===== src/cpm_ram.sv =====
module cpm_ram #(
    parameter int WIDTH = 16,
    parameter int DEPTH = 64
) (
    input  logic                     clk,
    input  logic                     we,
    input  logic [$clog2(DEPTH)-1:0] waddr,
    input  logic [WIDTH-1:0]         wdata,
    input  logic [$clog2(DEPTH)-1:0] raddr,
    output logic [WIDTH-1:0]         rdata
);

    logic [WIDTH-1:0] mem [DEPTH];

    always_ff @(posedge clk)
    begin
        if (we)
        begin
            mem[waddr] <= wdata;
        end
        rdata <= mem[raddr];
    end

endmodule


===== config.mk =====
export PLATFORM = sky130hd
export DESIGN_NAME = cpm_ram
export DESIGN_NICKNAME = d
export VERILOG_FILES = /design/src/cpm_ram.sv
export SDC_FILE = /design/constraint.sdc
export NUM_CORES = 1
export LEC_CHECK = 0
export ABC_AREA = 1
export BUFFER_PORTS_ARGS = -buffer_cell sky130_fd_sc_hd__buf_2
export CORE_MARGIN = 3
export CORE_UTILIZATION = 40
export CTS_CLUSTER_DIAMETER = 60
export DETAILED_ROUTE_END_ITERATION = 8
export HOLD_SLACK_MARGIN = 0.08
export PLACE_DENSITY = 0.59
export SYNTH_ARGS = -nofsm -noshare
export SYNTH_HDL_FRONTEND = slang
export SYNTH_SLANG_ARGS = --single-unit

===== constraint.sdc =====
create_clock -name clk -period 4.5 [get_ports clk]
set_clock_uncertainty 0.2 [all_clocks]
set_input_delay 0.675 -clock clk [delete_from_list [all_inputs] [get_ports clk]]
set_output_delay 0.675 -clock clk [all_outputs]
set_load 0.005 [all_outputs]

==> impl_metrics.sql, run 1 <==
INSERT INTO impl_metrics (metric_group, metric, value, unit) VALUES
('outcome', 'status', 'complete, no violations', ''),
('clock_network', 'postCtsSetupBuffers', '0', ''),
('floorplan', 'die_height', '330', 'um'),
('critical_path', 'r2r_setup_slack', '2780', 'ps'),
('power_and_ir_drop', 'switchingPower', '0.00476', 'W'),
('power_and_ir_drop', 'combinationalPowerShare', '6.0', '%'),
('critical_path', 'slowest_stage', 'inv_16', ''),
('place', 'place_inst', '4849', ''),
('place', 'place.port_buffers', '45', ''),
('critical_path', 'reg2reg_from', 'mem[2][3]$_DFFE_PP_', ''),
('synthesis', 'postSynth.topFlopCell', 'edfxtp_1', ''),
('place', 'finalWeightedCongestion', '0.838', ''),
('clock_network', 'cts-buffers-inserted', '105', ''),
('clock_network', 'ctsHtreeMaxLevel', '3', ''),
('floorplan', 'dieWidth', '330', 'um'),
('critical_path', 'cp-start-kind', 'input port', ''),
('clock_network', 'tritoncts', 'built', ''),
('run', 'max_cap_viols', '0', ''),
('power_and_ir_drop', 'powerDensity', '447', 'nW/um^2'),
('synthesis', 'number_of_distinct_library_cells_after_synthesis', '16', ''),
('synthesis', 'synth_enable_flop_cells', '1024', ''),
('clock_network', 'clk-insertion-delay-late', '690', 'ps'),
('worst_hold_path', 'min_path_type', 'in2reg', ''),
('synthesis', 'synth_top_cells_by_area', 'edfxtp_1 (73%), nand2_1 (12%), nand3_1 (10%), buf_2 (1.3%), buf_6 (1.3%)', ''),
('power_and_ir_drop', 'static-leakage-power', '17.1', 'nW'),
('sta', 'final_hold_fails', '0', ''),
('critical_path', 'cp-startpoint', 'raddr[0]', ''),
('synthesis', 'ys_seq_elements', '1040', ''),
('synthesis', 'fraction_of_synthesis_flops_using_an_asynchronous_set_or_reset_pin', '0', '%'),
('cells_and_area', 'finalNetCount', '3606', ''),
('power_and_ir_drop', 'sw_frac_of_total', '22.4', '%'),
('cells_and_area', 'area.growth.synth_to_final', '13.1', '%'),
('critical_path', 'worstPathMaxFanout', '188', ''),
('sta', 'timing.setup.tns', '0', 'ps'),
('sta', 'grt_setup_unrepaired', 'no', ''),
('routing', 'drc', '0', ''),
('clock_network', 'cts.clk_slew.worst_paths', '60', 'ps'),
('global_route', 'grt_pass1_vias', '25633', ''),
('synthesis', 'synthDominantAreaCellType', 'edfxtp_1', ''),
('critical_path', 'worst-endpoint-required', '4910', 'ps'),
('routing', 'via_count', '27206', ''),
('sta', 'report.final.setup_viol', '0', ''),
('sta', 'period_minus_slack', '2550', 'ps'),
('cells_and_area', 'final_layout_size_suffix_gt1_share', '9.69', '%'),
('power_and_ir_drop', 'power.ir.vdd_worst', '0.320', 'mV'),
('floorplan', 'core_area', '104000', 'um^2'),
('floorplan', 'fp-row-count', '118', ''),
('critical_path', 'timing.critical_path.cells', 'buf_8 > inv_16 > buf_12 > nand2_1 > nand3_1 > nand3_1 > nand2_1 > nand2_1 > nand3_1 > nand3_1 > nand2_1', ''),
('routing', 'routed_wirelength', '116000', 'um'),
('worst_hold_path', 'hp-start', 'wdata[15]', ''),
('synthesis', 'syn_avg_cell_area', '12.0', 'um^2'),
('synthesis', 'synth_seq_area_share', '73.8', '%'),
('power_and_ir_drop', 'power.sequential.fraction', '50.5', '%'),
('critical_path', 'critical_path.reg2reg.endpoint', 'rdata[3]$_DFF_P_', ''),
('global_route', 'grt_first_pass_wirelength', '172000', 'um'),
('synthesis', 'synth_top_cell_area_share', '73.0', '%'),
('global_route', 'gr-usage-all-layers', '21.3', '%'),
('synthesis', 'mappedNetlistNets', '3547', ''),
('sta', 'max_freq', '392', 'MHz'),
('sta', 'transition_at_the_pin_with_the_smallest_max_transition_slack', '1120', 'ps'),
('power_and_ir_drop', 'p_int', '0.0165', 'W'),
('clock_network', 'cts.path.max_buffers', '3', ''),
('floorplan', 'ios', '46', ''),
('global_route', 'maximum_number_of_pins_on_one_net_before_global_route_repair', '189', ''),
('floorplan', 'floorplan.initialDensity', '40.5', '%'),
('critical_path', 'worstSetupPathType', 'in2reg', ''),
('clock_network', 'cts-resized-gates', '0', ''),
('critical_path', 'worst_r2r_path_depth', '8', ''),
('synthesis', 'syn_area', '42100', 'um^2'),
('floorplan', 'floorplan.die_area', '109000', 'um^2'),
('sta', 'share_of_the_cycle_needed_by_the_critical_path_after_routing', '56.6', '%');
-- power by group through the flow --
stage / registers [W] / logic, W / clock network (W)
after floorplan: 0.0109 / 0.000717 / 0
after global placement: 0.0110 / 0.00127 / 0
after detailed placement: 0.0110 / 0.00128 / 0
after CTS: 0.0108 / 0.00128 / 0.00940
after global routing: 0.0108 / 0.00140 / 0.00979
final: 0.0108 / 0.00128 / 0.00926
-- layer usage --
| metal | up-vias | global-route usage (%) | wire length, um | part of all wire, % |
|---|---|---|---|---|
| met5 | - | 0 | 36 | 0.031 |
| met4 | 6 | 8.16 | 4140 | 3.6 |
| met1 | 13311 | 30.5 | 49300 | 42 |
| met2 | 1150 | 32.2 | 52000 | 45 |
| met3 | 218 | 4.27 | 10900 | 9.4 |
| li1 | 12521 | - | - | - |
-- critical path: cells and delay by family --
family                 cells  cell delay (ps)
buffers and inverters      3              900
and+or+nand+nor            8             1020
-- worst min-delay path by stage --
stage,endpoint,slack (ps),cells after the start
after global placement,rdata[13]$_DFF_P_,610,8
after detailed placement,rdata[13]$_DFF_P_,610,8
after CTS,rdata[13]$_DFF_P_,320,3
after floorplan,rdata[0]$_DFF_P_,520,8
after global routing,rdata[13]$_DFF_P_,370,3
final,mem[63][15]$_DFFE_PP_,350,1
-- stage by stage --
stage	setup WS, ps	hold slack (ps)	util, %	instance area, um^2	total power, W
global route	1920	370	45.8	47600	0.0220
finish	1950	353	45.8	47600	0.0213
floorplan	1070	522	-	42100	0.0117
CTS	2110	319	45.8	47600	0.0215
detailed placement	1380	612	42.3	43900	0.0123
global placement	1390	608	42.3	43900	0.0122
-- state kept, by name, indices dropped and copies added, names as in the netlist --
name,cells
mem,1024
rdata,16
-- cell type report --
cell class,count,area [um^2]
fill,9390,56300
sequential,1040,31100
multi-input combinational,2240,9590
clock buffer,122,2720
tap,1380,1730
timing repair buffer,177,1460
clock inverter,74,971
inverter,12,71.3
antenna,5,12.5
-- placed cells by master, fill, tap and decap left out, drive strengths merged --
cell type,count
dfxtp,16
bufinv,20
inv,17
clkinv,41
edfxtp,1024
nand3,871
nand2,1296
nor4,8
nor2,56
buf,177
diode,5
nand4,9
clkinvlp,8
clkbuf,122
-- cell families after synthesis --
logic type	synth area share [%]
simple gates	22.7
flops	73.8
buf+inv	3.54
-- cells in the mapped netlist, types with 2 or more instances --
cell type / number
buf_6: 49
dfxtp_1: 16
edfxtp_1: 1024
buf_1: 17
buf_4: 19
nand4_1: 9
inv_1: 9
inv_2: 2
nor4_1: 8
clkbuf_1: 26
nor2_1: 56
buf_2: 113
nand3_1: 871
nand2_1: 1296
Power figures use the tool's default switching activity.
==> run 2, diff against run 1 <==
--- a/config.mk
+++ b/config.mk
@@ -12,7 +12,7 @@
 export CTS_CLUSTER_DIAMETER = 60
 export DETAILED_ROUTE_END_ITERATION = 8
 export HOLD_SLACK_MARGIN = 0.08
-export PLACE_DENSITY = 0.59
+export PLACE_DENSITY = 0.61
 export SYNTH_ARGS = -nofsm -noshare
 export SYNTH_HDL_FRONTEND = slang
 export SYNTH_SLANG_ARGS = --single-unit
==> constraint.sdc (replaced) <==
create_clock -name clk -period 2.1 [get_ports clk]
set_clock_uncertainty 0.2 [all_clocks]
set_input_delay 0.315 -clock clk [delete_from_list [all_inputs] [get_ports clk]]
set_output_delay 0.315 -clock clk [all_outputs]
set_load 0.005 [all_outputs]
==> impl_metrics.sql, run 2 (synthesized netlist as in run 1, its figures left out) <==
INSERT INTO impl_metrics (metric_group, metric, value, unit) VALUES
('global_route', 'grt_antenna_before_repair', '3', ''),
('critical_path', 'worstPathMaxFanout', '1', ''),
('cells_and_area', 'most_common_cell_after_layout_fill_and_taps_aside', 'nand2_1', ''),
('sta', 'share_of_the_cycle_needed_by_the_critical_path_after_routing', '92.7', '%'),
('global_route', 'grt_pass1_vias', '27087', ''),
('sta', 'transition_at_the_pin_with_the_smallest_max_transition_slack', '987', 'ps'),
('clock_network', 'tritoncts', 'built', ''),
('power_and_ir_drop', 'static-leakage-power', '18.5', 'nW'),
('floorplan', 'floorplan.die_area', '109000', 'um^2'),
('clock_network', 'clk-insertion-delay-late', '680', 'ps'),
('global_route', 'maximum_number_of_pins_on_one_net_before_global_route_repair', '65', ''),
('place', 'cell_area_after_placement', '47000', 'um^2'),
('sta', 'report.final.setup_viol', '0', ''),
('cells_and_area', 'finalNetCount', '3825', ''),
('routing', 'drt-vias-per-instance', '5.36', ''),
('floorplan', 'core_area', '104000', 'um^2'),
('routing', 'dr.first_iter.drc_count', '2982', ''),
('power_and_ir_drop', 'total_power', '0.0455', 'W'),
('cells_and_area', 'design_area', '50700', 'um^2'),
('critical_path', 'cp_num_buf_inv', '1', ''),
('critical_path', 'worst-endpoint-required', '1580', 'ps'),
('run', 'max_cap_viols', '0', ''),
('critical_path', 'worstPathArrival', '1430', 'ps'),
('clock_network', 'ctsHtreeMaxLevel', '3', ''),
('routing', 'drt_pass1_iterations', '5', ''),
('place', 'post-dp-hpwl', '71800', 'um'),
('routing', 'via_count', '28238', ''),
('critical_path', 'crit_family', 'flip-flops', ''),
('clock_network', 'clock-sinks', '1040', ''),
('cells_and_area', 'final_layout_size_suffix_gt1_share', '15.5', '%'),
('clock_network', 'postCtsSetupBuffers', '0', ''),
('routing', 'routed_wirelength', '118000', 'um'),
('critical_path', 'crit_path_max_incr_delay', '550', 'ps'),
('floorplan', 'fp-row-count', '118', ''),
('cells_and_area', 'largestRegisters', 'mem (1024), rdata (16)', ''),
('place', 'place_inst', '5046', ''),
('clock_network', 'hold_buffers', '17', ''),
('cells_and_area', 'largest_reg_flops', '1024', ''),
('sta', 'slew_headroom', '34.2', '%'),
('routing', 'drt.antenna.violating_nets', '0', ''),
('floorplan', 'dieWidth', '330', 'um'),
('global_route', 'globalRoute.totalOverflow', '0', ''),
('floorplan', 'floorplan.initialDensity', '40.5', '%'),
('outcome', 'status', 'complete, no violations', ''),
('clock_network', 'cts.clk_slew.worst_paths', '60', 'ps'),
('sta', 'timing.final.max_slew_violations', '0', ''),
('routing', 'drc', '0', ''),
('critical_path', 'worstSetupPathType', 'reg2out', ''),
('cells_and_area', 'finalNonFillerCells', '5270', ''),
('sta', 'period_minus_slack', '1950', 'ps'),
('worst_hold_path', 'min_path_type', 'in2reg', ''),
('sta', 'final_hold_fails', '0', ''),
('sta', 'max_freq', '513', 'MHz'),
('clock_network', 'cts-buffers-inserted', '110', ''),
('cells_and_area', 'largest_register', 'mem', ''),
('critical_path', 'cp-start-kind', 'flop', ''),
('sta', 'grt_setup_unrepaired', 'no', ''),
('clock_network', 'clk_root_buffer_cell', 'clkbuf_16', ''),
('cells_and_area', 'filler_cell_count', '9097', ''),
('clock_network', 'cts-resized-gates', '0', ''),
('cells_and_area', 'post-route-util', '48.8', '%'),
('clock_network', 'cts.path.max_buffers', '3', ''),
('global_route', 'gr-usage-all-layers', '21.7', '%'),
('cells_and_area', 'area.growth.synth_to_final', '20.5', '%'),
('routing', 'routed_len_inst', '22.4', 'um'),
('critical_path', 'timing.critical_path.to_type', 'output port', ''),
('place', 'finalWeightedCongestion', '0.862', ''),
('critical_path', 'timing.critical_path.cells', 'buf_2', ''),
('floorplan', 'die_height', '330', 'um'),
('power_and_ir_drop', 'power.ir.vdd_worst', '0.675', 'mV'),
('power_and_ir_drop', 'powerDensity', '896', 'nW/um^2'),
('place', 'place.port_buffers', '45', ''),
('critical_path', 'slowest_stage', 'dfxtp_1', ''),
('global_route', 'grt_first_pass_wirelength', '175000', 'um'),
('floorplan', 'ios', '46', ''),
('cells_and_area', 'layout_common_cells', 'nand2_1 (1296), edfxtp_1 (1024), nand3_1 (871)', '');
==> run 2: cell count changes in the layout (fill, tap and decap cells not counted), sizes merged <==
cell | previous run | this run
clkbuf | 122 | 146
inv | 17 | 16
clkinv | 41 | 43
bufinv | 20 | 9
diode | 5 | 1
buf | 177 | 374
clkinvlp | 8 | 4
dlygate4sd3 | 0 | 17
==> run 2: metal layers <==
metal | routed length, um | up-vias | track usage (%)
met2 | 53500 | 1180 | 33.6
met3 | 10000 | 199 | 3.44
met1 | 51300 | 13885 | 31.5
met4 | 3440 | 0 | 6.86
met5 | 0 | - | 0
li1 | - | 12974 | -
==> run 2: path summary, 6_finish.rpt <==
kind                         from               endpoint  slack, ps  depth (start not counted)
min                     wdata[13]  mem[26][13]$_DFFE_PP_        110                          1
min reg2reg  mem[28][3]$_DFFE_PP_       rdata[3]$_DFF_P_        630                          8
max reg2reg  mem[23][9]$_DFFE_PP_       rdata[9]$_DFF_P_        210                          9
max              rdata[8]$_DFF_P_               rdata[8]        150                          1
==> run 2: power breakdown <==
| group | leakage, nW | switching (W) | internal [W] | total, W |
|---|---|---|---|---|
| Clock | 1.75 | 0.00789 | 0.0112 | 0.0191 |
| Sequential | 9.35 | 0.000106 | 0.0230 | 0.0231 |
| Combinational | 7.37 | 0.00221 | 0.00105 | 0.00326 |
| Total | 18.5 | 0.0102 | 0.0353 | 0.0455 |
==> run 2: per-stage QoR <==
stage / hold slack [ps] / TNS [ps] / setup WS (ps)
final: 113 / 0 / 152
after floorplan: 214 / -98270 / -416
after global routing: 120 / 0 / 119
after global placement: 538 / -1590 / -274
after CTS: 86.9 / 0 / 107
after detailed placement: 529 / -1680 / -272
==> run 2: layout make-up <==
cell class	count	area, um^2	area share [%]
Sequential cell	1040	31100	61.2
Multi-Input combinational cell	2240	9860	19.4
Timing Repair Buffer	391	4410	8.70
Clock buffer	146	3030	5.98
Tap cell	1380	1730	3.40
Clock inverter	60	544	1.07
Inverter	12	80.1	0.158
Antenna cell	1	2.50	0.00493
