==> src/cpm_pkg.sv <==
package cpm_pkg;

    localparam int ID_DEPTH  = 8192;
    localparam int ANT_COUNT = 64;
    localparam int ID_W      = $clog2(ID_DEPTH);
    localparam int ANT_W     = $clog2(ANT_COUNT);

    // field widths of the item and result
    localparam int KIND_W   = 3;
    localparam int EID_W    = 13;
    localparam int ANTF_W   = 6;
    localparam int POL_W    = 3;
    localparam int MASK_W   = 64;
    localparam int STAT_W   = 3;
    localparam int COUNT_W  = 14;
    localparam int FILL_W   = 6;
    localparam int FILL_RESET = 36;

    // operation codes
    localparam logic [KIND_W-1:0] KIND_ADD     = 3'd0;
    localparam logic [KIND_W-1:0] KIND_LOOKUP  = 3'd1;
    localparam logic [KIND_W-1:0] KIND_REVERSE = 3'd2;
    localparam logic [KIND_W-1:0] KIND_FILL    = 3'd3;
    localparam logic [KIND_W-1:0] KIND_SLICE   = 3'd4;

    // status codes
    localparam logic [STAT_W-1:0] STAT_OK          = 3'd0;
    localparam logic [STAT_W-1:0] STAT_NOT_FOUND   = 3'd1;
    localparam logic [STAT_W-1:0] STAT_FILL_BUSY   = 3'd2;
    localparam logic [STAT_W-1:0] STAT_SLICE_EMPTY = 3'd3;
    localparam logic [STAT_W-1:0] STAT_MASK_HIGH   = 3'd4;
    localparam logic [STAT_W-1:0] STAT_SLICE_NONE  = 3'd5;

    // polarisation codes
    localparam logic [POL_W-1:0] POL_XX = 3'd0;
    localparam logic [POL_W-1:0] POL_XY = 3'd1;
    localparam logic [POL_W-1:0] POL_YX = 3'd2;
    localparam logic [POL_W-1:0] POL_YY = 3'd3;

    typedef struct packed {
        logic [KIND_W-1:0] kind;
        logic [EID_W-1:0]  entry_id;
        logic [ANTF_W-1:0] first_antenna;
        logic [ANTF_W-1:0] second_antenna;
        logic [POL_W-1:0]  polarisation;
        logic [MASK_W-1:0] keep_mask;
    } item_t;

    typedef struct packed {
        logic [STAT_W-1:0]  status;
        logic [EID_W-1:0]   id_out;
        logic [ANTF_W-1:0]  first_out;
        logic [ANTF_W-1:0]  second_out;
        logic [POL_W-1:0]   pol_out;
        logic [COUNT_W-1:0] entry_count;
        logic [EID_W-1:0]   highest_id;
        logic               lower_triangle;
        logic               upper_triangle;
    } result_t;

    typedef struct packed {
        logic              valid;
        logic [ANTF_W-1:0] first;
        logic [ANTF_W-1:0] second;
        logic [POL_W-1:0]  pol;
    } entry_t;

    typedef struct packed {
        logic            we;
        logic [ID_W-1:0] waddr;
        entry_t          wdata;
        logic [ID_W-1:0] raddr;
    } mem_req_t;

    typedef struct packed {
        logic             we;
        logic [ANT_W-1:0] waddr;
        logic [ANT_W-1:0] wdata;
        logic [ANT_W-1:0] raddr1;
        logic [ANT_W-1:0] raddr2;
    } rank_req_t;

    typedef enum logic [3:0] {
        ST_CLEAR,
        ST_IDLE,
        ST_ADD,
        ST_LOOKUP,
        ST_REVERSE,
        ST_FILL,
        ST_SCAN,
        ST_WRITE,
        ST_DONE
    } cpm_state_t;

    typedef enum logic [1:0] {
        FP_PRE,
        FP_DIAG,
        FP_POST
    } fill_phase_t;

endpackage

==> src/cpm_engine.sv <==
module cpm_engine
    import cpm_pkg::*;
(
    input  logic              clk,
    input  logic              rst_n,
    input  logic              item_valid,
    input  item_t             item,
    output logic              item_stall,
    input  logic              cfg_valid,
    input  logic [FILL_W-1:0] cfg_data,
    output mem_req_t          mem,
    input  entry_t            rdata,
    output rank_req_t         rank,
    input  logic [ANT_W-1:0]  rank1,
    input  logic [ANT_W-1:0]  rank2,
    output logic              res_valid,
    output result_t           res,
    input  logic              res_take
);

    cpm_state_t        state_reg, state_next;
    item_t             item_reg, item_next;
    logic [FILL_W-1:0] fill_ant_reg;
    logic [ID_W:0]     vt_reg, vt_next;
    logic [ID_W-1:0]   top_reg, top_next;
    logic              upper_reg, upper_next;
    logic              lower_reg, lower_next;
    logic [ID_W:0]     addr_reg, addr_next;
    logic              rd_valid_reg, rd_valid_next;
    logic [ID_W-1:0]   rd_addr_reg, rd_addr_next;
    logic              s2_valid_reg, s2_valid_next;
    logic [ID_W-1:0]   s2_addr_reg, s2_addr_next;
    entry_t            s2_entry_reg, s2_entry_next;
    logic [ANTF_W-1:0] largest_reg, largest_next;
    logic [ID_W:0]     surv_reg, surv_next;
    logic [ANT_W:0]    run_reg, run_next;
    logic [ANTF_W-1:0] fa1_reg, fa1_next;
    logic [ANTF_W-1:0] fa2_reg, fa2_next;
    fill_phase_t       fph_reg, fph_next;
    logic              fsub_reg, fsub_next;
    logic [ANTF_W:0]   fn_reg, fn_next;
    logic [ID_W:0]     fid_reg, fid_next;
    logic [STAT_W-1:0] status_reg, status_next;
    logic [EID_W-1:0]  idout_reg, idout_next;
    logic [ANTF_W-1:0] fo_reg, fo_next;
    logic [ANTF_W-1:0] so_reg, so_next;
    logic [POL_W-1:0]  po_reg, po_next;

    logic              id_ok;
    logic              add_ok;
    logic [ANTF_W:0]   n_clamp;
    entry_t            target;
    logic              rev_match;
    logic              scan_end;
    logic              write_end;
    logic              fill_final;
    logic              fill_stop;
    logic              mask_high;
    logic              kept_rd;
    logic              kept_s2;
    logic [ANTF_W-1:0] cur_a1;
    logic [POL_W-1:0]  cur_pol;
    logic [ANTF_W-1:0] big_rd;

    assign id_ok   = 32'(item.entry_id) < 32'(ID_DEPTH);
    assign add_ok  = id_ok && (32'(item.first_antenna) < 32'(ANT_COUNT))
                     && (32'(item.second_antenna) < 32'(ANT_COUNT));
    assign n_clamp = (32'(fill_ant_reg) > 32'(ANT_COUNT)) ? (ANTF_W+1)'(ANT_COUNT)
                                                          : (ANTF_W+1)'(fill_ant_reg);

    assign target    = '{valid: 1'b1, first: item_reg.first_antenna,
                         second: item_reg.second_antenna, pol: item_reg.polarisation};
    assign rev_match = rd_valid_reg && (rdata == target);
    assign scan_end  = (32'(addr_reg) == 32'(ID_DEPTH)) && !rd_valid_reg;
    assign write_end = scan_end && !s2_valid_reg;

    // anything set above the largest antenna present
    assign mask_high = ((item_reg.keep_mask >> largest_reg) >> 1) != '0;
    assign kept_rd   = item_reg.keep_mask[rdata.first] && item_reg.keep_mask[rdata.second];
    assign kept_s2   = item_reg.keep_mask[s2_entry_reg.first]
                       && item_reg.keep_mask[s2_entry_reg.second];
    assign big_rd    = (rdata.first > rdata.second) ? rdata.first : rdata.second;

    assign fill_final = (fph_reg == FP_POST) && fsub_reg && (fa1_reg == fa2_reg)
                        && ((ANTF_W+1)'(fa2_reg) + (ANTF_W+1)'(1) == fn_reg);
    assign fill_stop  = 32'(fid_reg) == 32'(ID_DEPTH);

    always_comb
    begin
        case (fph_reg)
            FP_PRE:
            begin
                cur_a1  = fa1_reg;
                cur_pol = fsub_reg ? POL_YX : POL_XX;
            end
            FP_DIAG:
            begin
                cur_a1  = fa2_reg;
                cur_pol = POL_XX;
            end
            FP_POST:
            begin
                cur_a1  = fa1_reg;
                cur_pol = fsub_reg ? POL_YY : POL_XY;
            end
            default:
            begin
                cur_a1  = fa1_reg;
                cur_pol = POL_XX;
            end
        endcase
    end

    // next state
    always_comb
    begin
        state_next = state_reg;
        case (state_reg)
            ST_CLEAR:
            begin
                if (32'(addr_reg) == 32'(ID_DEPTH - 1))
                begin
                    state_next = ST_IDLE;
                end
            end
            ST_IDLE:
            begin
                if (item_valid)
                begin
                    case (item.kind)
                        KIND_ADD:     state_next = add_ok ? ST_ADD : ST_DONE;
                        KIND_LOOKUP:  state_next = id_ok ? ST_LOOKUP : ST_DONE;
                        KIND_REVERSE: state_next = ST_REVERSE;
                        KIND_FILL:    state_next = (vt_reg != '0 || n_clamp == '0)
                                                   ? ST_DONE : ST_FILL;
                        KIND_SLICE:   state_next = (vt_reg == '0) ? ST_DONE : ST_SCAN;
                        default:      state_next = ST_DONE;
                    endcase
                end
            end
            ST_ADD:    state_next = ST_DONE;
            ST_LOOKUP: state_next = ST_DONE;
            ST_REVERSE:
            begin
                if (rev_match || scan_end)
                begin
                    state_next = ST_DONE;
                end
            end
            ST_FILL:
            begin
                if (fill_stop || fill_final)
                begin
                    state_next = ST_DONE;
                end
            end
            ST_SCAN:
            begin
                if (scan_end)
                begin
                    state_next = (mask_high || surv_reg == '0) ? ST_DONE : ST_WRITE;
                end
            end
            ST_WRITE:
            begin
                if (write_end)
                begin
                    state_next = ST_DONE;
                end
            end
            ST_DONE:
            begin
                if (res_take)
                begin
                    state_next = ST_IDLE;
                end
            end
            default: state_next = ST_IDLE;
        endcase
    end

    // datapath and memory requests
    always_comb
    begin
        item_next     = item_reg;
        vt_next       = vt_reg;
        top_next      = top_reg;
        upper_next    = upper_reg;
        lower_next    = lower_reg;
        addr_next     = addr_reg;
        rd_valid_next = 1'b0;
        rd_addr_next  = rd_addr_reg;
        s2_valid_next = 1'b0;
        s2_addr_next  = rd_addr_reg;
        s2_entry_next = rdata;
        largest_next  = largest_reg;
        surv_next     = surv_reg;
        run_next      = run_reg;
        fa1_next      = fa1_reg;
        fa2_next      = fa2_reg;
        fph_next      = fph_reg;
        fsub_next     = fsub_reg;
        fn_next       = fn_reg;
        fid_next      = fid_reg;
        status_next   = status_reg;
        idout_next    = idout_reg;
        fo_next       = fo_reg;
        so_next       = so_reg;
        po_next       = po_reg;

        mem.we     = 1'b0;
        mem.waddr  = addr_reg[ID_W-1:0];
        mem.wdata  = '0;
        mem.raddr  = addr_reg[ID_W-1:0];
        rank.we     = 1'b0;
        rank.waddr  = addr_reg[ANT_W-1:0];
        rank.wdata  = run_reg[ANT_W-1:0];
        rank.raddr1 = ANT_W'(rdata.first);
        rank.raddr2 = ANT_W'(rdata.second);

        case (state_reg)
            ST_CLEAR:
            begin
                mem.we    = 1'b1;
                addr_next = addr_reg + 1'b1;
            end
            ST_IDLE:
            begin
                mem.raddr = ID_W'(item.entry_id);
                if (item_valid)
                begin
                    item_next    = item;
                    status_next  = STAT_OK;
                    idout_next   = '0;
                    fo_next      = '0;
                    so_next      = '0;
                    po_next      = '0;
                    addr_next    = '0;
                    largest_next = '0;
                    surv_next    = '0;
                    run_next     = '0;
                    fa1_next     = '0;
                    fa2_next     = '0;
                    fph_next     = FP_DIAG;
                    fsub_next    = 1'b0;
                    fn_next      = n_clamp;
                    fid_next     = (ID_W+1)'(1);
                    case (item.kind)
                        KIND_LOOKUP:
                        begin
                            if (!id_ok)
                            begin
                                status_next = STAT_NOT_FOUND;
                            end
                        end
                        KIND_REVERSE: status_next = STAT_NOT_FOUND;
                        KIND_FILL:
                        begin
                            if (vt_reg != '0)
                            begin
                                status_next = STAT_FILL_BUSY;
                            end
                        end
                        KIND_SLICE:
                        begin
                            if (vt_reg == '0)
                            begin
                                status_next = STAT_SLICE_EMPTY;
                            end
                        end
                        default: status_next = STAT_OK;
                    endcase
                end
            end
            ST_ADD:
            begin
                mem.we    = 1'b1;
                mem.waddr = ID_W'(item_reg.entry_id);
                mem.wdata = target;
                if (!rdata.valid)
                begin
                    vt_next = vt_reg + 1'b1;
                end
                if (item_reg.first_antenna > item_reg.second_antenna)
                begin
                    upper_next = 1'b0;
                end
                if (item_reg.second_antenna > item_reg.first_antenna)
                begin
                    lower_next = 1'b0;
                end
                if (ID_W'(item_reg.entry_id) > top_reg)
                begin
                    top_next = ID_W'(item_reg.entry_id);
                end
            end
            ST_LOOKUP:
            begin
                if (rdata.valid)
                begin
                    fo_next = rdata.first;
                    so_next = rdata.second;
                    po_next = rdata.pol;
                end
                else
                begin
                    status_next = STAT_NOT_FOUND;
                end
            end
            ST_REVERSE:
            begin
                if (32'(addr_reg) < 32'(ID_DEPTH))
                begin
                    addr_next     = addr_reg + 1'b1;
                    rd_valid_next = 1'b1;
                    rd_addr_next  = addr_reg[ID_W-1:0];
                end
                if (rev_match)
                begin
                    status_next = STAT_OK;
                    idout_next  = EID_W'(rd_addr_reg);
                    fo_next     = item_reg.first_antenna;
                    so_next     = item_reg.second_antenna;
                    po_next     = item_reg.polarisation;
                end
            end
            ST_FILL:
            begin
                if (!fill_stop)
                begin
                    mem.we    = 1'b1;
                    mem.waddr = fid_reg[ID_W-1:0];
                    mem.wdata = '{valid: 1'b1, first: cur_a1, second: fa2_reg, pol: cur_pol};
                    vt_next   = vt_reg + 1'b1;
                    top_next  = fid_reg[ID_W-1:0];
                    fid_next  = fid_reg + 1'b1;
                    if (cur_a1 < fa2_reg)
                    begin
                        lower_next = 1'b0;
                    end
                    case (fph_reg)
                        FP_PRE:
                        begin
                            fsub_next = !fsub_reg;
                            if (fsub_reg)
                            begin
                                fa1_next = fa1_reg + 1'b1;
                                if (fa1_reg + 1'b1 == fa2_reg)
                                begin
                                    fph_next = FP_DIAG;
                                end
                            end
                        end
                        FP_DIAG:
                        begin
                            fph_next  = FP_POST;
                            fa1_next  = '0;
                            fsub_next = 1'b0;
                        end
                        FP_POST:
                        begin
                            fsub_next = !fsub_reg;
                            if (fsub_reg)
                            begin
                                if (fa1_reg == fa2_reg)
                                begin
                                    fa2_next = fa2_reg + 1'b1;
                                    fa1_next = '0;
                                    fph_next = FP_PRE;
                                end
                                else
                                begin
                                    fa1_next = fa1_reg + 1'b1;
                                end
                            end
                        end
                        default: fph_next = FP_DIAG;
                    endcase
                end
            end
            ST_SCAN:
            begin
                if (32'(addr_reg) < 32'(ID_DEPTH))
                begin
                    addr_next     = addr_reg + 1'b1;
                    rd_valid_next = 1'b1;
                    rd_addr_next  = addr_reg[ID_W-1:0];
                end
                // rank table built while the scan address is below ANT_COUNT
                if (32'(addr_reg) < 32'(ANT_COUNT))
                begin
                    rank.we  = 1'b1;
                    run_next = run_reg + (ANT_W+1)'(item_reg.keep_mask[addr_reg[ANT_W-1:0]]);
                end
                if (rd_valid_reg && rdata.valid)
                begin
                    if (big_rd > largest_reg)
                    begin
                        largest_next = big_rd;
                    end
                    if (kept_rd)
                    begin
                        surv_next = surv_reg + 1'b1;
                    end
                end
                if (scan_end)
                begin
                    addr_next = '0;
                    if (mask_high)
                    begin
                        status_next = STAT_MASK_HIGH;
                    end
                    else if (surv_reg == '0)
                    begin
                        status_next = STAT_SLICE_NONE;
                    end
                    else
                    begin
                        top_next = '0;
                    end
                end
            end
            ST_WRITE:
            begin
                if (32'(addr_reg) < 32'(ID_DEPTH))
                begin
                    addr_next     = addr_reg + 1'b1;
                    rd_valid_next = 1'b1;
                    rd_addr_next  = addr_reg[ID_W-1:0];
                end
                s2_valid_next = rd_valid_reg;
                if (s2_valid_reg)
                begin
                    mem.we    = 1'b1;
                    mem.waddr = s2_addr_reg;
                    if (s2_entry_reg.valid && kept_s2)
                    begin
                        mem.wdata = '{valid: 1'b1, first: ANTF_W'(rank1),
                                      second: ANTF_W'(rank2), pol: s2_entry_reg.pol};
                        top_next  = s2_addr_reg;
                    end
                end
                if (write_end)
                begin
                    vt_next = surv_reg;
                end
            end
            default:
            begin
            end
        endcase
    end

    always_ff @(posedge clk or negedge rst_n)
    begin
        if (!rst_n)
        begin
            state_reg    <= ST_CLEAR;
            fill_ant_reg <= FILL_W'(FILL_RESET);
            vt_reg       <= '0;
            top_reg      <= '0;
            upper_reg    <= 1'b1;
            lower_reg    <= 1'b1;
            addr_reg     <= '0;
            rd_valid_reg <= 1'b0;
            s2_valid_reg <= 1'b0;
        end
        else
        begin
            state_reg    <= state_next;
            vt_reg       <= vt_next;
            top_reg      <= top_next;
            upper_reg    <= upper_next;
            lower_reg    <= lower_next;
            addr_reg     <= addr_next;
            rd_valid_reg <= rd_valid_next;
            s2_valid_reg <= s2_valid_next;
            if (cfg_valid)
            begin
                fill_ant_reg <= cfg_data;
            end
        end
    end

    always_ff @(posedge clk)
    begin
        item_reg     <= item_next;
        rd_addr_reg  <= rd_addr_next;
        s2_addr_reg  <= s2_addr_next;
        s2_entry_reg <= s2_entry_next;
        largest_reg  <= largest_next;
        surv_reg     <= surv_next;
        run_reg      <= run_next;
        fa1_reg      <= fa1_next;
        fa2_reg      <= fa2_next;
        fph_reg      <= fph_next;
        fsub_reg     <= fsub_next;
        fn_reg       <= fn_next;
        fid_reg      <= fid_next;
        status_reg   <= status_next;
        idout_reg    <= idout_next;
        fo_reg       <= fo_next;
        so_reg       <= so_next;
        po_reg       <= po_next;
    end

    assign item_stall = state_reg != ST_IDLE;
    assign res_valid  = state_reg == ST_DONE;

    always_comb
    begin
        res.status         = status_reg;
        res.id_out         = idout_reg;
        res.first_out      = fo_reg;
        res.second_out     = so_reg;
        res.pol_out        = po_reg;
        res.entry_count    = COUNT_W'(vt_reg);
        res.highest_id     = (vt_reg != '0) ? EID_W'(top_reg) : '0;
        res.lower_triangle = lower_reg && (vt_reg != '0);
        res.upper_triangle = upper_reg && (vt_reg != '0);
    end

endmodule

==> config.mk <==
export PLATFORM = sky130hd
export DESIGN_NAME = cpm_engine
export DESIGN_NICKNAME = d
export VERILOG_FILES = /design/src/cpm_pkg.sv /design/src/cpm_engine.sv
export SDC_FILE = /design/constraint.sdc
export NUM_CORES = 1
export LEC_CHECK = 0
export BUFFER_PORTS_ARGS = -buffer_cell sky130_fd_sc_hd__buf_2
export CAP_MARGIN = 20
export CORE_ASPECT_RATIO = 2
export CORE_MARGIN = 4
export CORE_UTILIZATION = 35
export DETAILED_ROUTE_END_ITERATION = 12
export GPL_TIMING_DRIVEN = 0
export PLACE_DENSITY = 0.51
export SYNTH_ARGS = -nofsm -noshare
export SYNTH_HDL_FRONTEND = slang
export SYNTH_SLANG_ARGS = --single-unit
==> constraint.sdc <==
create_clock -name clk -period 5.67 [get_ports clk]
set_clock_uncertainty 0.2 [all_clocks]
set_input_delay 0.8505 -clock clk [delete_from_list [all_inputs] [get_ports clk]]
set_output_delay 0.8505 -clock clk [all_outputs]
set_load 0.005 [all_outputs]
==> impl_results.md <==
* Startpoint types: register
* Crit Path Category: register to output port
* DR vias at 16500
* Post-Syn Area at 19000 µm²
* Final hold slack at 164 ps
* Clock sinks at 281
* First DRT Iteration DRCs at 1420
* Worst setup EP type: output port
* Post-Synthesis Cells at 1755
* Clock network latency to the later pin of the worst-skew pair at 580 ps
* Max Transition Viols Final at 0
* Hold/Removal Path Class: primary input to asynchronous set/reset pin
* CTS tree: yes
* Post-synthesis async set-or-reset flop share at 19.6%
* GPL Wtd Cong at 0.999
* Fin. Hold Viols at 0
* Worst vdd ir at 0.393 mV
* Post-synth EDFFs at 197
* Final HPWL DP at 63300 µm
* DRT Pass-1 Iters at 8
* Area of the die at 58300 µm²
* # setup viols final at 0
* PortBufs at 262
* Slew margin rel. at 26.1%
* Filler cells at 5243
* Routed Antenna Nets at 0
* Leakage at 8.80 nW
* Drt wl/cell at 28.8 µm
* Fmax at 180 MHz
* Required time of the worst setup path at 4620 ps
* # IOs at 264
* Outcome: complete, no violations
* CTS buffer count at 29
* Yosys reg bits at 281
* Die height at 338 µm
* Yosys warns at 0
* Synth Flop Type: edfxtp_1
* Post-CTS setup buffer count at 0
* Worst Setup Slack, final at 111 ps
* Max reg flops at 92
* Via/cell ratio at 6.00
* Root Driver: clkbuf_16
* CTS Hold Bufs at 0
* Grt ovf at 0
* Fin nets at 2241
* Gr usage total at 26.3%
* Pre-CTS setup slack at -681 ps
* Vias in the first global route at 17200
* Synthesized Nets at 1942
* Total length of routed wires at 79200 µm
* Syn_area_per_cell at 10.8 µm²
* Share of layout cells above drive strength 1 at 26.3%
* Largest net degree at the start of global routing at 58
* Largest fanout on the critical path at 10
* Max-cap violations at 0
* Distinct cells, synth at 74
* Register area share after synthesis at 41.5%
* DR DRC count at 0
* CP peak stage delay at 570 ps
* Pwr/cell area at 229 nW/µm²
* Initial Utilization at 35.5%
* Final min period at 5560 ps
* Layout area overhead at 17.3%
* CP cell instances: buf_2 > buf_6 > mux4_2 > mux4_2 > mux2_2 > a31oi_1 > a211oi_2 > and2_1 > clkbuf_1 > clkbuf_1 > a222oi_1 > inv_1 > buf_2
* Crit path DAT at 4510 ps
* Placeable Area at 53600 µm²
* Critical-path top delay cell: mux4_2
* Clock H-tree levels at 1
* Site row count at 120
* Die width at 173 µm
* Final cycle utilization of the critical path at 98.0%
* Worst-path clk slew at 70 ps
* Longest Clk Path Bufs at 3
* First-pass GRT wire length at 114000 µm
* Initial antenna violation count at 3
* Worst-Margin Slew at 1090 ps
worst max-delay path: cells and delay by family, from the launching register on:
kind / cells / cell delay, ps
buffers and inverters: 6 / 1330
multiplexers: 3 / 1420
AO/OA/AOI/OAI: 3 / 650
flip-flops: 1 / 300
AND/OR/NAND/NOR: 1 / 200
final cells by class:
| type | count | area, µm² | area share, % |
|---|---|---|---|
| antenna | 3 | 7.51 | 0.0337 |
| buffer | 154 | 726 | 3.26 |
| clock buffer | 34 | 764 | 3.43 |
| clock inverter | 19 | 223 | 0.999 |
| inverter | 74 | 280 | 1.26 |
| multi-input combinational | 1244 | 10200 | 45.6 |
| sequential | 281 | 7880 | 35.4 |
| tap | 671 | 840 | 3.77 |
| timing repair buffer | 270 | 1400 | 6.29 |
path summary, 6_finish.rpt:
check / from / endpoint / slack (ps) / cells past startpoint
min in group clk: rd_addr_reg[7] / s2_addr_reg[7] / 170 / 0
min: rst_n / vt_reg[11] / 160 / 1
max in group asynchronous: rst_n / addr_reg[8] / 4540 / 1
max: s2_entry_reg[3] / mem[18] / 110 / 13
min reg2reg: rd_addr_reg[7] / s2_addr_reg[7] / 170 / 0
max reg2reg: largest_reg[0] / status_reg[2] / 200 / 11
synth_stat cells, drive strengths merged (8+ instances only):
library cell / instances / area (µm²)
a211oi: 19 / 148
a21o: 8 / 60.1
a21oi: 71 / 355
a221o: 9 / 90.1
a222oi: 19 / 190
a22o: 10 / 87.6
a31oi: 12 / 75.1
and2: 34 / 213
and3: 36 / 225
buf: 56 / 340
clkbuf: 100 / 375
dfrtp: 51 / 1280
dfxtp: 29 / 581
edfxtp: 197 / 5920
ha: 53 / 663
inv: 71 / 267
mux2: 29 / 330
mux2i: 41 / 410
mux4: 130 / 2940
nand2: 172 / 646
nand2b: 16 / 100
nand3: 50 / 250
nand4: 19 / 119
nor2: 119 / 447
nor2b: 25 / 156
nor3: 45 / 225
nor4: 22 / 138
o211ai: 34 / 260
o21a: 8 / 60.1
o21ai: 85 / 425
o41ai: 8 / 70.1
or2: 8 / 50.1
or3: 14 / 92.6
xnor2: 28 / 245
xor2: 46 / 403
placed cells by master, fill, tap and decap left out, drive strengths merged, types with 41 or more instances in the layout:
cell type	n
inv	74
nor2	119
edfxtp	197
ha	53
xor2	46
clkbuf	133
buf	324
dfrtp	51
mux4	130
nand2	172
mux2i	41
a21oi	71
o21ai	85
nand3	50
nor3	45
metrics by stage:
stage | util (%) | cells | total power [mW] | area (µm²) | TNS, ps
3_3_place_gp | 39.5 | 2688 | 3.10 | 21200 | -25640
6_report | 41.6 | 2750 | 5.12 | 22300 | 0
3_5_place_dp | 39.7 | 2695 | 3.11 | 21300 | -4080
5_1_grt | 41.6 | 2750 | 5.29 | 22300 | -36.7
4_1_cts | 41.5 | 2746 | 5.16 | 22300 | 0
2_1_floorplan | - | 1755 | 2.72 | 19000 | 0
report_power, final:
part | internal (mW) | switching, mW | total, mW
Clock | 1.15 | 0.890 | 2.04
Sequential | 2.23 | 0.0651 | 2.29
Combinational | 0.340 | 0.436 | 0.776
Total | 3.72 | 1.39 | 5.12
cells by family (layout without fill, tap and decap cells):
| group | count (synthesis) | count (layout) | share of synthesized area (%) |
|---|---|---|---|
| AO/OA/AOI/OAI | 338 | 338 | 12.2 |
| adder cells (fa/ha/maj) | 53 | 53 | 3.49 |
| multiplexers | 200 | 200 | 19.3 |
| other | 0 | 3 | 0 |
| AND/OR/NAND/NOR | 579 | 579 | 14.8 |
| flip-flops | 281 | 281 | 41.5 |
| buffers and inverters | 230 | 551 | 5.23 |
| XOR/XNOR | 74 | 74 | 3.41 |
layer usage:
| layer | track usage [%] | vias up | wire [µm] |
|---|---|---|---|
| met5 | 0 | - | 0 |
| met4 | 20.7 | 0 | 7530 |
| met3 | 3.27 | 302 | 4310 |
| met2 | 50.6 | 845 | 42600 |
| met1 | 25.1 | 8093 | 24800 |
| li1 | - | 7272 | - |
repair_timing:
item	4_1_cts	5_1_grt
endpoints found under the setup margin	22	12
pin swaps	0	0
gates cloned	0	0
gates resized for setup	5	5
Note: power is estimated with default switching activity, not from simulation.
